## src/rtl/core/ecpt_pkg.sv

```systemverilog
package ecpt_pkg;

    localparam int COUNTER_SLOTS   = 4;
    localparam int POLL_SETS       = 2;
    localparam int WATCHES_PER_SET = 8;
    localparam int WATCHES         = POLL_SETS * WATCHES_PER_SET;
    localparam int CW = (COUNTER_SLOTS > 1) ? $clog2(COUNTER_SLOTS) : 1;
    localparam int SW = (POLL_SETS > 1) ? $clog2(POLL_SETS) : 1;
    localparam int WW = (WATCHES_PER_SET > 1) ? $clog2(WATCHES_PER_SET) : 1;
    localparam int KW = (WATCHES > 1) ? $clog2(WATCHES) : 1;
    localparam int OUT_MAX = 8;
    localparam int NW = $clog2(OUT_MAX + 1);

    localparam logic [10:0] COUNTER_BASE = 11'd1000;
    localparam logic [10:0] SET_BASE     = 11'd1100;

    localparam logic [3:0] CMD_CREATE = 4'd0;
    localparam logic [3:0] CMD_READ   = 4'd1;
    localparam logic [3:0] CMD_WRITE  = 4'd2;
    localparam logic [3:0] CMD_CLOSE  = 4'd3;
    localparam logic [3:0] CMD_PCREATE= 4'd4;
    localparam logic [3:0] CMD_ADD    = 4'd5;
    localparam logic [3:0] CMD_MOD    = 4'd6;
    localparam logic [3:0] CMD_DEL    = 4'd7;
    localparam logic [3:0] CMD_WAIT   = 4'd8;

    localparam logic [2:0] ST_OK       = 3'd0;
    localparam logic [2:0] ST_NOSLOT   = 3'd1;
    localparam logic [2:0] ST_INVALID  = 3'd2;
    localparam logic [2:0] ST_EXISTS   = 3'd3;
    localparam logic [2:0] ST_NOSPACE  = 3'd4;
    localparam logic [2:0] ST_NOTFOUND = 3'd5;
    localparam logic [2:0] ST_BLOCK    = 3'd6;
    localparam logic [2:0] ST_NOTLOCAL = 3'd7;

    typedef struct packed {
        logic [3:0]  cmd;
        logic [10:0] handle;
        logic [10:0] poll_handle;
        logic [63:0] value;
        logic        semaphore;
        logic [7:0]  byte_count;
        logic        event_present;
        logic [31:0] event_mask;
        logic [63:0] event_data;
        logic [7:0]  max_events;
    } in_t;

    typedef struct packed {
        logic [2:0]  status;
        logic [63:0] ret_value;
        logic        event_valid;
        logic [63:0] ready_data;
        logic        last;
    } out_t;

    // controller -> datapath
    typedef struct packed {
        logic load;      // capture request, decode
        logic exec;      // apply single-result command
        logic scan_rd;   // issue watch read for scan index
        logic scan_chk;  // evaluate returned watch
        logic emit_rd;   // read found-list entry
    } cmd_t;

    // datapath -> controller
    typedef struct packed {
        logic       is_wait;   // request is a valid wait (events scan needed)
        logic       scan_done;
        logic [NW-1:0] found;
        logic       emit_last;
    } stat_t;

endpackage

```

## src/rtl/core/ecpt_ram.sv

```systemverilog
module ecpt_ram #(
    parameter int WIDTH = 8,
    parameter int DEPTH = 16
) (
    input  logic                     clk,
    input  logic                     we,
    input  logic [$clog2(DEPTH)-1:0] waddr,
    input  logic [WIDTH-1:0]         wdata,
    input  logic [$clog2(DEPTH)-1:0] raddr,
    output logic [WIDTH-1:0]         rdata
);

    logic [WIDTH-1:0] mem [DEPTH];

    always_ff @(posedge clk)
    begin
        if (we)
        begin
            mem[waddr] <= wdata;
        end
        rdata <= mem[raddr];
    end

endmodule

```

## src/rtl/core/ecpt_ctrl.sv

```systemverilog
module ecpt_ctrl (
    input  logic            clk,
    input  logic            rst_n,
    input  logic            in_valid,
    output logic            in_stall,
    output logic            out_valid,
    input  logic            out_stall,
    output ecpt_pkg::cmd_t  cmd,
    input  ecpt_pkg::stat_t stat
);

    typedef enum logic [2:0] {IDLE, DEC, EXEC, SCAN, CHK, EMIT, OUT} state_t;

    state_t state_reg, state_next;
    logic   out_valid_reg, out_valid_next;

    always_comb
    begin
        state_next     = state_reg;
        out_valid_next = out_valid_reg;
        cmd            = '0;
        case (state_reg)
            IDLE:
            begin
                if (in_valid)
                begin
                    cmd.load   = 1'b1;
                    state_next = DEC;
                end
            end
            DEC:
            begin
                state_next = stat.is_wait ? SCAN : EXEC;
            end
            EXEC:
            begin
                cmd.exec       = 1'b1;
                out_valid_next = 1'b1;
                state_next     = OUT;
            end
            SCAN:
            begin
                cmd.scan_rd = 1'b1;
                state_next  = CHK;
            end
            CHK:
            begin
                cmd.scan_chk = 1'b1;
                state_next   = stat.scan_done ? EXEC : SCAN;
                if (stat.scan_done)
                begin
                    state_next = (stat.found == '0) ? EXEC : EMIT;
                end
            end
            EMIT:
            begin
                cmd.emit_rd    = 1'b1;
                out_valid_next = 1'b1;
                state_next     = OUT;
            end
            OUT:
            begin
                if (!out_stall)
                begin
                    out_valid_next = 1'b0;
                    state_next     = stat.emit_last ? IDLE : EMIT;
                end
            end
            default:
            begin
                state_next = IDLE;
            end
        endcase
    end

    always_ff @(posedge clk or negedge rst_n)
    begin
        if (!rst_n)
        begin
            state_reg     <= IDLE;
            out_valid_reg <= 1'b0;
        end
        else
        begin
            state_reg     <= state_next;
            out_valid_reg <= out_valid_next;
        end
    end

    assign in_stall  = (state_reg != IDLE);
    assign out_valid = out_valid_reg;

endmodule

```

## src/rtl/core/ecpt_dp.sv

```systemverilog
module ecpt_dp (
    input  logic            clk,
    input  logic            rst_n,
    input  ecpt_pkg::in_t   req,
    input  ecpt_pkg::cmd_t  cmd,
    output ecpt_pkg::stat_t stat,
    output ecpt_pkg::out_t  rsp
);

    localparam int CN  = ecpt_pkg::COUNTER_SLOTS;
    localparam int PN  = ecpt_pkg::POLL_SETS;
    localparam int WN  = ecpt_pkg::WATCHES_PER_SET;
    localparam int KN  = ecpt_pkg::WATCHES;
    localparam int CW  = ecpt_pkg::CW;
    localparam int SW  = ecpt_pkg::SW;
    localparam int WW  = ecpt_pkg::WW;
    localparam int KW  = ecpt_pkg::KW;
    localparam int NW  = ecpt_pkg::NW;
    localparam int OM  = ecpt_pkg::OUT_MAX;
    localparam int LW  = $clog2(OM);
    localparam int WDW = 11 + 32 + 64;

    ecpt_pkg::in_t r_reg;

    logic          cu_reg [CN];
    logic          cs_reg [CN];
    logic [63:0]   cv_reg [CN];
    logic          su_reg [PN];
    logic [KN-1:0] wu_reg;

    // decode results, registered at DEC
    logic          c_hit_reg, s_hit_reg, w_hit_reg, w_free_ok_reg;
    logic [CW-1:0] c_idx_reg;
    logic [SW-1:0] s_idx_reg;
    logic [WW-1:0] w_idx_reg, w_free_reg;
    logic          dec_reg;

    // scan
    logic [WW:0]   scan_reg;
    logic [WW-1:0] chk_reg;
    logic [NW-1:0] found_reg;
    logic [NW-1:0] emit_reg;
    logic [NW-1:0] limit;
    logic [63:0]   flist_reg [OM];

    ecpt_pkg::out_t rsp_reg;

    // lookup
    logic [10:0]   c_off, s_off, p_off;
    logic          c_hit, s_hit, p_hit;
    logic [CW-1:0] c_idx;
    logic [SW-1:0] s_idx, p_idx;

    always_comb
    begin
        c_off = r_reg.handle - ecpt_pkg::COUNTER_BASE;
        s_off = r_reg.handle - ecpt_pkg::SET_BASE;
        p_off = r_reg.poll_handle - ecpt_pkg::SET_BASE;
        c_idx = c_off[CW-1:0];
        s_idx = s_off[SW-1:0];
        p_idx = p_off[SW-1:0];
        c_hit = (r_reg.handle >= ecpt_pkg::COUNTER_BASE) && (c_off < 11'(CN)) && cu_reg[c_idx];
        s_hit = (r_reg.handle >= ecpt_pkg::SET_BASE) && (s_off < 11'(PN)) && su_reg[s_idx];
        p_hit = (r_reg.poll_handle >= ecpt_pkg::SET_BASE) && (p_off < 11'(PN))
                && su_reg[p_idx];
    end

    // watch RAM (handle, mask, data); validity in wu_reg
    logic          ram_we;
    logic [KW-1:0] ram_waddr, ram_raddr;
    logic [WDW-1:0] ram_wdata, ram_rdata;

    ecpt_ram #(.WIDTH(WDW), .DEPTH(KN)) u_ram (
        .clk   (clk),
        .we    (ram_we),
        .waddr (ram_waddr),
        .wdata (ram_wdata),
        .raddr (ram_raddr),
        .rdata (ram_rdata)
    );

    // watch handles kept in flops too, for a parallel match
    logic [10:0] wh_reg [KN];
    logic [WN-1:0] wmatch;
    logic          w_hit;
    logic [WW-1:0] w_idx, w_free;
    logic          w_free_ok;

    always_comb
    begin
        w_hit = 1'b0;
        w_idx = '0;
        w_free_ok = 1'b0;
        w_free = '0;
        for (int i = WN - 1; i >= 0; i--)
        begin
            wmatch[i] = wu_reg[{p_idx, WW'(i)}] && (wh_reg[{p_idx, WW'(i)}] == r_reg.handle);
            if (wmatch[i])
            begin
                w_hit = 1'b1;
                w_idx = WW'(i);
            end
            if (!wu_reg[{p_idx, WW'(i)}])
            begin
                w_free_ok = 1'b1;
                w_free = WW'(i);
            end
        end
    end

    // first free counter / set
    logic          c_free_ok, s_free_ok;
    logic [CW-1:0] c_free;
    logic [SW-1:0] s_free;

    always_comb
    begin
        c_free_ok = 1'b0;
        c_free = '0;
        for (int i = CN - 1; i >= 0; i--)
        begin
            if (!cu_reg[i])
            begin
                c_free_ok = 1'b1;
                c_free = CW'(i);
            end
        end
        s_free_ok = 1'b0;
        s_free = '0;
        for (int i = PN - 1; i >= 0; i--)
        begin
            if (!su_reg[i])
            begin
                s_free_ok = 1'b1;
                s_free = SW'(i);
            end
        end
    end

    assign limit = (r_reg.max_events < 8'(OM)) ? NW'(r_reg.max_events) : NW'(OM);

    // scan evaluation of returned watch
    logic [10:0]   wv_h;
    logic [31:0]   wv_m;
    logic [63:0]   wv_d;
    logic [10:0]   wv_off;
    logic [CW-1:0] wv_c;
    logic          wv_ready;

    always_comb
    begin
        {wv_h, wv_m, wv_d} = ram_rdata;
        wv_off = wv_h - ecpt_pkg::COUNTER_BASE;
        wv_c   = wv_off[CW-1:0];
        wv_ready = wu_reg[{s_idx_reg, chk_reg}] && (wv_h >= ecpt_pkg::COUNTER_BASE)
                   && (wv_off < 11'(CN)) && cu_reg[wv_c] && (cv_reg[wv_c] != 64'd0)
                   && wv_m[0];
    end

    always_comb
    begin
        ram_we    = 1'b0;
        ram_waddr = {s_idx_reg, w_free_reg};
        ram_wdata = {r_reg.handle, r_reg.event_mask, r_reg.event_data};
        ram_raddr = {s_idx_reg, scan_reg[WW-1:0]};
        if (cmd.exec && s_hit_reg && r_reg.event_present)
        begin
            if (r_reg.cmd == ecpt_pkg::CMD_ADD && !w_hit_reg && w_free_ok_reg)
            begin
                ram_we = 1'b1;
            end
            else if (r_reg.cmd == ecpt_pkg::CMD_MOD && w_hit_reg)
            begin
                ram_we    = 1'b1;
                ram_waddr = {s_idx_reg, w_idx_reg};
            end
        end
    end

    always_ff @(posedge clk)
    begin
        if (cmd.load)
        begin
            r_reg <= req;
        end
        if (ram_we)
        begin
            wh_reg[ram_waddr] <= r_reg.handle;
        end
        if (cmd.scan_chk && wv_ready && found_reg < limit)
        begin
            flist_reg[found_reg[LW-1:0]] <= wv_d;
        end
    end

    always_ff @(posedge clk or negedge rst_n)
    begin
        if (!rst_n)
        begin
            for (int i = 0; i < CN; i++)
            begin
                cu_reg[i] <= 1'b0;
                cs_reg[i] <= 1'b0;
                cv_reg[i] <= 64'd0;
            end
            for (int i = 0; i < PN; i++)
            begin
                su_reg[i] <= 1'b0;
            end
            wu_reg        <= '0;
            dec_reg       <= 1'b0;
            c_hit_reg     <= 1'b0;
            s_hit_reg     <= 1'b0;
            w_hit_reg     <= 1'b0;
            w_free_ok_reg <= 1'b0;
            c_idx_reg     <= '0;
            s_idx_reg     <= '0;
            w_idx_reg     <= '0;
            w_free_reg    <= '0;
            scan_reg      <= '0;
            chk_reg       <= '0;
            found_reg     <= '0;
            emit_reg      <= '0;
            rsp_reg       <= '0;
        end
        else
        begin
            dec_reg <= 1'b0;
            if (cmd.load)
            begin
                dec_reg   <= 1'b1;
                scan_reg  <= '0;
                found_reg <= '0;
                emit_reg  <= '0;
            end
            if (dec_reg)
            begin
                c_hit_reg     <= c_hit;
                c_idx_reg     <= c_idx;
                s_hit_reg     <= (r_reg.cmd == ecpt_pkg::CMD_CLOSE) ? s_hit : p_hit;
                s_idx_reg     <= (r_reg.cmd == ecpt_pkg::CMD_CLOSE) ? s_idx : p_idx;
                w_hit_reg     <= w_hit;
                w_idx_reg     <= w_idx;
                w_free_ok_reg <= w_free_ok;
                w_free_reg    <= w_free;
            end
            if (cmd.scan_rd)
            begin
                chk_reg  <= scan_reg[WW-1:0];
                scan_reg <= scan_reg + 1'b1;
            end
            if (cmd.scan_chk && wv_ready && found_reg < limit)
            begin
                found_reg <= found_reg + 1'b1;
            end
            if (cmd.emit_rd)
            begin
                rsp_reg.status      <= ecpt_pkg::ST_OK;
                rsp_reg.ret_value   <= 64'(found_reg);
                rsp_reg.event_valid <= 1'b1;
                rsp_reg.ready_data  <= flist_reg[emit_reg[LW-1:0]];
                rsp_reg.last        <= (emit_reg + 1'b1 == found_reg);
                emit_reg            <= emit_reg + 1'b1;
            end
            if (cmd.exec)
            begin
                rsp_reg.status      <= ecpt_pkg::ST_OK;
                rsp_reg.ret_value   <= 64'd0;
                rsp_reg.event_valid <= 1'b0;
                rsp_reg.ready_data  <= 64'd0;
                rsp_reg.last        <= 1'b1;
                emit_reg            <= found_reg;
                case (r_reg.cmd)
                    ecpt_pkg::CMD_CREATE:
                    begin
                        if (c_free_ok)
                        begin
                            cu_reg[c_free] <= 1'b1;
                            cs_reg[c_free] <= r_reg.semaphore;
                            cv_reg[c_free] <= {32'd0, r_reg.value[31:0]};
                            rsp_reg.ret_value <= 64'(ecpt_pkg::COUNTER_BASE + 11'(c_free));
                        end
                        else
                        begin
                            rsp_reg.status <= ecpt_pkg::ST_NOSLOT;
                        end
                    end
                    ecpt_pkg::CMD_READ:
                    begin
                        if (!c_hit_reg)
                            rsp_reg.status <= ecpt_pkg::ST_NOTLOCAL;
                        else if (r_reg.byte_count < 8'd8)
                            rsp_reg.status <= ecpt_pkg::ST_INVALID;
                        else if (cv_reg[c_idx_reg] == 64'd0)
                            rsp_reg.status <= ecpt_pkg::ST_BLOCK;
                        else if (cs_reg[c_idx_reg])
                        begin
                            cv_reg[c_idx_reg] <= cv_reg[c_idx_reg] - 64'd1;
                            rsp_reg.ret_value <= 64'd1;
                        end
                        else
                        begin
                            cv_reg[c_idx_reg] <= 64'd0;
                            rsp_reg.ret_value <= cv_reg[c_idx_reg];
                        end
                    end
                    ecpt_pkg::CMD_WRITE:
                    begin
                        if (!c_hit_reg)
                            rsp_reg.status <= ecpt_pkg::ST_NOTLOCAL;
                        else if (r_reg.byte_count < 8'd8)
                            rsp_reg.status <= ecpt_pkg::ST_INVALID;
                        else
                        begin
                            cv_reg[c_idx_reg] <= cv_reg[c_idx_reg] + r_reg.value;
                            rsp_reg.ret_value <= 64'd8;
                        end
                    end
                    ecpt_pkg::CMD_CLOSE:
                    begin
                        if (c_hit_reg)
                        begin
                            cu_reg[c_idx_reg] <= 1'b0;
                            cs_reg[c_idx_reg] <= 1'b0;
                            cv_reg[c_idx_reg] <= 64'd0;
                        end
                        else if (s_hit_reg)
                        begin
                            su_reg[s_idx_reg] <= 1'b0;
                            for (int i = 0; i < WN; i++)
                                wu_reg[{s_idx_reg, WW'(i)}] <= 1'b0;
                        end
                        else
                            rsp_reg.status <= ecpt_pkg::ST_NOTLOCAL;
                    end
                    ecpt_pkg::CMD_PCREATE:
                    begin
                        if (s_free_ok)
                        begin
                            su_reg[s_free] <= 1'b1;
                            for (int i = 0; i < WN; i++)
                                wu_reg[{s_free, WW'(i)}] <= 1'b0;
                            rsp_reg.ret_value <= 64'(ecpt_pkg::SET_BASE + 11'(s_free));
                        end
                        else
                            rsp_reg.status <= ecpt_pkg::ST_NOSLOT;
                    end
                    ecpt_pkg::CMD_ADD, ecpt_pkg::CMD_MOD, ecpt_pkg::CMD_DEL:
                    begin
                        if (!s_hit_reg)
                            rsp_reg.status <= ecpt_pkg::ST_NOTLOCAL;
                        else if (r_reg.cmd != ecpt_pkg::CMD_DEL && !r_reg.event_present)
                            rsp_reg.status <= ecpt_pkg::ST_INVALID;
                        else if (r_reg.cmd == ecpt_pkg::CMD_ADD)
                        begin
                            if (w_hit_reg)
                                rsp_reg.status <= ecpt_pkg::ST_EXISTS;
                            else if (w_free_ok_reg)
                                wu_reg[{s_idx_reg, w_free_reg}] <= 1'b1;
                            else
                                rsp_reg.status <= ecpt_pkg::ST_NOSPACE;
                        end
                        else if (!w_hit_reg)
                            rsp_reg.status <= ecpt_pkg::ST_NOTFOUND;
                        else if (r_reg.cmd == ecpt_pkg::CMD_DEL)
                            wu_reg[{s_idx_reg, w_idx_reg}] <= 1'b0;
                    end
                    ecpt_pkg::CMD_WAIT:
                    begin
                        if (!s_hit_reg)
                            rsp_reg.status <= ecpt_pkg::ST_NOTLOCAL;
                        else if (r_reg.max_events == 8'd0)
                            rsp_reg.status <= ecpt_pkg::ST_INVALID;
                    end
                    default:
                    begin
                        rsp_reg.status <= ecpt_pkg::ST_INVALID;
                    end
                endcase
            end
        end
    end

    assign stat.is_wait   = dec_reg && (r_reg.cmd == ecpt_pkg::CMD_WAIT) && p_hit
                            && (r_reg.max_events != 8'd0);
    assign stat.scan_done = (scan_reg == (WW + 1)'(WN)) || (found_reg == limit)
                            || (wv_ready && (found_reg + 1'b1 == limit));
    assign stat.found     = (cmd.scan_chk && wv_ready && found_reg < limit)
                            ? found_reg + 1'b1 : found_reg;
    assign stat.emit_last = (emit_reg == found_reg);
    assign rsp = rsp_reg;

endmodule

```

## src/rtl/core/event_counter_poll_table_unit.sv

```systemverilog
// Event counter and poll set table. One request transaction is taken at a time;
// in_stall stays high until every result of it has been delivered. Single-result
// requests and every result of a wait are held while out_stall is high; a wait scans
// its poll set's watches through the watch RAM one watch at a time, stopping early at
// the event limit, and then emits one result per ready event, or a single result
// when no event is ready.
module event_counter_poll_table_unit (
    input  logic            clk,
    input  logic            rst_n,
    input  logic            in_valid,
    output logic            in_stall,
    input  ecpt_pkg::in_t   in_data,
    output logic            out_valid,
    input  logic            out_stall,
    output ecpt_pkg::out_t  out_data
);

    ecpt_pkg::cmd_t  cmd;
    ecpt_pkg::stat_t stat;

    ecpt_ctrl u_ctrl (
        .clk       (clk),
        .rst_n     (rst_n),
        .in_valid  (in_valid),
        .in_stall  (in_stall),
        .out_valid (out_valid),
        .out_stall (out_stall),
        .cmd       (cmd),
        .stat      (stat)
    );

    ecpt_dp u_dp (
        .clk   (clk),
        .rst_n (rst_n),
        .req   (in_data),
        .cmd   (cmd),
        .stat  (stat),
        .rsp   (out_data)
    );

endmodule

```

## config.mk

```make
export PLATFORM = sky130hd
export DESIGN_NAME = event_counter_poll_table_unit
export DESIGN_NICKNAME = d
export VERILOG_FILES = /design/src/rtl/core/ecpt_pkg.sv /design/src/rtl/core/ecpt_ram.sv /design/src/rtl/core/ecpt_ctrl.sv /design/src/rtl/core/ecpt_dp.sv /design/src/rtl/core/event_counter_poll_table_unit.sv
export SDC_FILE = /design/constraint.sdc
export NUM_CORES = 2
export LEC_CHECK = 0
export ABC_AREA = 1
export ABC_CLOCK_PERIOD_IN_PS = 22600
export BUFFER_PORTS_ARGS = -buffer_cell sky130_fd_sc_hd__buf_2
export CAP_MARGIN = 40
export CORE_ASPECT_RATIO = 0.5
export CORE_MARGIN = 4
export CORE_UTILIZATION = 60
export DETAILED_ROUTE_END_ITERATION = 8
export PLACE_DENSITY_LB_ADDON = 0.25
export SKIP_LAST_GASP = 1
export SYNTH_ARGS = -nofsm -noshare
export SYNTH_HDL_FRONTEND = slang
export SYNTH_SLANG_ARGS = --single-unit
```

## constraint.sdc

```tcl
create_clock -name clk -period 22.6 [get_ports clk]
set_input_delay 6.78 -clock clk [delete_from_list [all_inputs] [get_ports clk]]
set_output_delay 6.78 -clock clk [all_outputs]
set_load 0.01 [all_outputs]
```

# After elaboration in Yosys (flattened, before gate mapping)
# Memory sizes are Yosys's and may differ from the RTL's. A register that Yosys moved wholly into a read port is not among the register bits.
# Cells that the tools add are included.
# op_classes
addsub	11
n_lt_le_gt_ge	68
eq_ne	46
muxes	228
bitwise_logic	52
reduce_logical	82
# op_table
operator	count
two-way mux 256 bit	8
case mux 256 bit (4 select lines)	1
two-way mux 64 bit	13
bitwise mux 256 bit	3
AND 16 bit	17
two-way mux 133 bit	2
AND 256 bit	1
binary-select mux 64 bit (select 2 bit)	2
demux 64 bit (select 2 bit)	2
inverter 256 bit	1
case mux 64 bit (4 select lines)	1
two-way mux 16 bit	10
less-than comparator 4 x 5 -> 1 bit (second input constant)	27
two-way mux 3 bit	37
two-way mux 1 bit	94
equality test 11 bit	8
>= comparator 4 x 1 -> 1 bit (second input constant)	18
adder 64 bit	1
zero test 64 bit	1
nonzero test 64 bit	1
subtractor 64 x 1 -> 64 bit (second input constant)	1
logical AND 1 bit	53
two-way mux 4 bit	12
inverter 16 bit	3
73 further kinds	170
# totals
register_bits	652
mem_bits_rw	2400
in_bits	208
output_inout_bits	135
word_cells	535
memories	3
# memory_table
name	words	width	rd	rd_ports_with_merged_regs	write_ports	line_no	rtl
u_dp.u_ram.mem	16	107	1	1	1	ecpt_ram.sv:13	logic [WIDTH-1:0] mem [DEPTH];
u_dp.flist_reg	8	64	1	0	1	ecpt_dp.sv:44	logic [63:0] flist_reg [OM];
u_dp.wh_reg	16	11	8	0	1	ecpt_dp.sv:83	logic [10:0] wh_reg [KN];

# Depth between registers and ports, before layout
# depth
word_depth	17
depth_mapped	28

# By module
# From an unflattened synthesis, not the netlist that was laid out.
# hier_totals
hier_cells	15659
area_unflattened_um2	146893.4
# modules_own_cells
mod	n_inst	cells_per_inst	area_each_um2	seq_area_each_um2
ecpt_ram	1	7019	75194.6	53551.4
ecpt_dp	1	8597	71397.2	37806.3
ecpt_ctrl	1	43	301.5	100.1

# Worst setup path before layout
# OpenSTA, ideal clock, no wires.
# synth_path
path_kind	input to register
start	in in_valid
end	reg u_dp.emit_reg[2]
setup_ps	140
arrival_time_ps	11002
t_required_ps	22460
setup_slack_ps	11458
cell_stages	5
n_path_buf	0
cell_sequence	nand2_1 -> inv_1 -> nor2_1 -> o21ai_0 -> o211ai_1
# synth_rtl
element	line_no	rtl
from (decl)	event_counter_poll_table_unit.sv:10	input logic in_valid,
to (signal assigned)	ecpt_dp.sv:263	emit_reg <= emit_reg + 1'b1;
to (signal assigned)	ecpt_dp.sv:272	emit_reg <= found_reg;
to (decl)	ecpt_dp.sv:42	logic [NW-1:0] emit_reg;

==> impl_metrics.yaml <==
outcome:
  status: "finished with violations"
  violations: "DRC"
critical_path:
  cp_num_buf_inv: 5
  worstRegToRegCells: 23
  crit_path_frequent_cell: "buf_4"
  r2r_start: "u_dp.c_idx_reg[1]"
  cp.depth: 5
  crit_path_end_kind: "asynchronous set/reset pin"
  crit_fanout: 76
  startpoint: "rst_n"
  r2r_end: "u_dp.cv_reg[163]"
  cp.required_ns: 23.61
  crit_chain: "buf_8 -> buf_4 -> buf_4 -> buf_4 -> buf_12"
  crit_end: "u_dp.rsp[33]"
  cpMaxStageDelayCell: "buf_4"
  path_class: "primary input to asynchronous set/reset pin"
  cp-start-kind: "primary input"
  crit_family: "buffers and inverters"
  arrival_ns: 9.62
  slowest_delay_ns: 0.76
  r2r_setup_slack_ns: 15.82
yosys:
  synth_edf_count: 1898
  ys_seq_area_frac: 0.630
  synth_top_cell_by_area: "edfxtp_1"
  synthTopCellsByArea: "edfxtp_1 (52%), dfrtp_1 (10%), nand2_1 (8.7%)"
  yosys_register_bits: 2422
  synth_cell_types: 66
  synth_top_area_frac: 0.515
  synthFlopType: "edfxtp_1"
  avgSynthCellArea_um2: 9.94
  synth.cell_area_um2: 111000
  synth_nets: 11415
  yosys_warnings: 0
  async_reset_ff_frac: 0.185
  syn_inst: 11128
sta:
  drv_slew: 0
  final-setup-viol-count: 0
  rsz0062_at_grt: "false"
  timing.fmax_mhz: 116
  post-route-period-util: 0.381
  skew_ns: 0.0751
  worst_slack_ns: 13.99
  max_slew_margin: 0.306
  hold_slack_ns: 0.480
  hold_viol: 0
  tns_ns: 0
  layout_min_cycle_time_ns: 8.61
  tightest_slew_ns: 1.04
cts:
  ctsRootBufferMaster: "clkbuf_16"
  postCtsHoldBufs: 0
  clock_sinks: 2422
  cts_resized: 0
  clockBufferDepth: 4
  clkLatencyLatePin_ns: 0.89
  cts_tree: "yes"
  post_cts_buffers: 0
  cts.clk_slew.worst_paths_ns: 0.06
  cts_made_buffers: 209
  h-tree-depth: 4
finish:
  final_common_cell: "nand2_1"
  drive_gt1_frac: 0.0823
  mostFrequentLayoutCells: "nand2_1 (2554), edfxtp_1 (1898), nor2_1 (1194), o21ai_0 (1194), nand3_1 (829)"
  post-route-util: 0.666
  area_delta_synth_final_pct: 10.3
  nNetsFinal: 11529
  largest_reg_flops: 1188
place:
  port_buffers: 308
  dp_slack_ns: 13.05
  place_congestion: 1.10
  dp_hpwl_um: 239000
floorplan:
  die_w_um: 615
  die_y_um: 312
  initial_utilization: 0.604
  die_area_um2: 192000
  core_area_um2: 183000
  rows: 111
  io_pins: 343
power:
  peakVddDrop_uv: 119
  p_leak_uw: 0.0475
  finalPower_uw: 14700
  powerDensity_nw_per_um2: 121
global_routing:
  antenna_found_initial: 21
  global_route.usage.met3: 0.105
  busiest_layer: "met2"
  grt_use_total: 0.382
  grt_pass1_vias: 84004
  grt_overflow_total: 0
  use_met1: 0.541
  grt_pass1_wl_um: 545000
  use_met2: 0.561
  grt_max_degree: 214
drt:
  ant_nets: 0
  drt-pass1-iter-count: 9
  wirelength_um: 377000
  initialDrtViolationCount: 15100
  avgViaCountPerCell: 6.51
  num_vias: 90087
  drc: 4
  wl_per_cell_um: 27.2
run:
  cap_violations: 0
worst_hold_path:
  hold_class: "register to register"
  hold_depth: 2
==> per-stage QoR <==
stage          instance area [um^2]  std cells
6_report                     122000      13848
5_1_grt                      122000      13837
4_1_cts                      122000      13835
3_5_place_dp                 115000      13458
3_3_place_gp                 114000      13410
2_1_floorplan                111000      11128
==> metal layers <==
layer  up-vias  share of wire
met5         -        0.00017
met4        10          0.048
met3      1117           0.14
met2      6550           0.43
met1     43068           0.39
li1      39342              -
==> worst min path at each step <==
stage	from	slack (ns)	endpoint
floorplan	u_dp.cv_reg[167]	0.45	u_dp.cv_reg[167]
global placement	u_dp.rsp[65]	0.45	u_dp.rsp[65]
detailed placement	u_dp.rsp[74]	0.46	u_dp.rsp[74]
CTS	u_dp.rsp[74]	0.48	u_dp.rsp[74]
global route	u_dp.rsp[74]	0.50	u_dp.rsp[74]
finish	u_dp.rsp[72]	0.48	u_dp.rsp[72]
==> worst min-delay path: stages, from the launching register on <==
cell,delay (ns)
dfrtp_1,0.34
nand2_1,0.05
nand2_1,0.05
==> kinds of logic (layout without fill, tap and decap cells) <==
logic type               count (synthesis)  in the layout  synth area share
buffers and inverters                 1262           1542            0.0454
flip-flops                            2422           2422             0.630
AO/OA/AOI/OAI                         2270           2270             0.119
XOR/XNOR                                90             90           0.00713
adder cells (fa/ha/maj)                 79             79           0.00900
AND/OR/NAND/NOR                       4996           4996             0.188
other                                    0             11                 0
multiplexers                             9              9          0.000814
==> final cells by class <==
class | instances | area [um^2]
Inverter | 658 | 2510
Clock buffer | 280 | 5730
Tap cell | 2429 | 3040
Clock inverter | 97 | 1020
Antenna cell | 11 | 27.5
Sequential cell | 2422 | 69800
Timing Repair Buffer | 507 | 3760
Multi-Input combinational cell | 7444 | 36200
Fill cell | 13921 | 61200
==> where the power goes <==
group          switching (uW)  leakage, uW  total (uW)  internal, uW
clock network            1660      0.00328        3660          2000
logic                    4120       0.0203        5330          1210
registers                 433       0.0239        5730          5290
total                    6210       0.0475       14700          8510
==> Yosys cell counts (14+ instances only) <==
cell	instances
o22ai_1	200
nand3b_1	39
xnor2_1	18
a21oi_1	382
buf_1	38
nor3_1	85
xor2_1	72
edfxtp_1	1898
o21ai_1	51
o21ai_0	1194
a221oi_1	108
clkbuf_1	473
o211ai_1	33
nand2_1	2556
nand3_1	829
nor4_1	16
o2111ai_1	29
buf_2	45
buf_4	35
a32o_1	36
inv_1	635
a31oi_1	16
dfrtp_1	448
nor2_1	1226
nand4_1	168
nor2_2	15
o221ai_1	130
inv_2	14
a22oi_1	18
or2_2	19
ha_1	78
dfxtp_1	76
No activity file was read; power rests on OpenSTA's default activity.
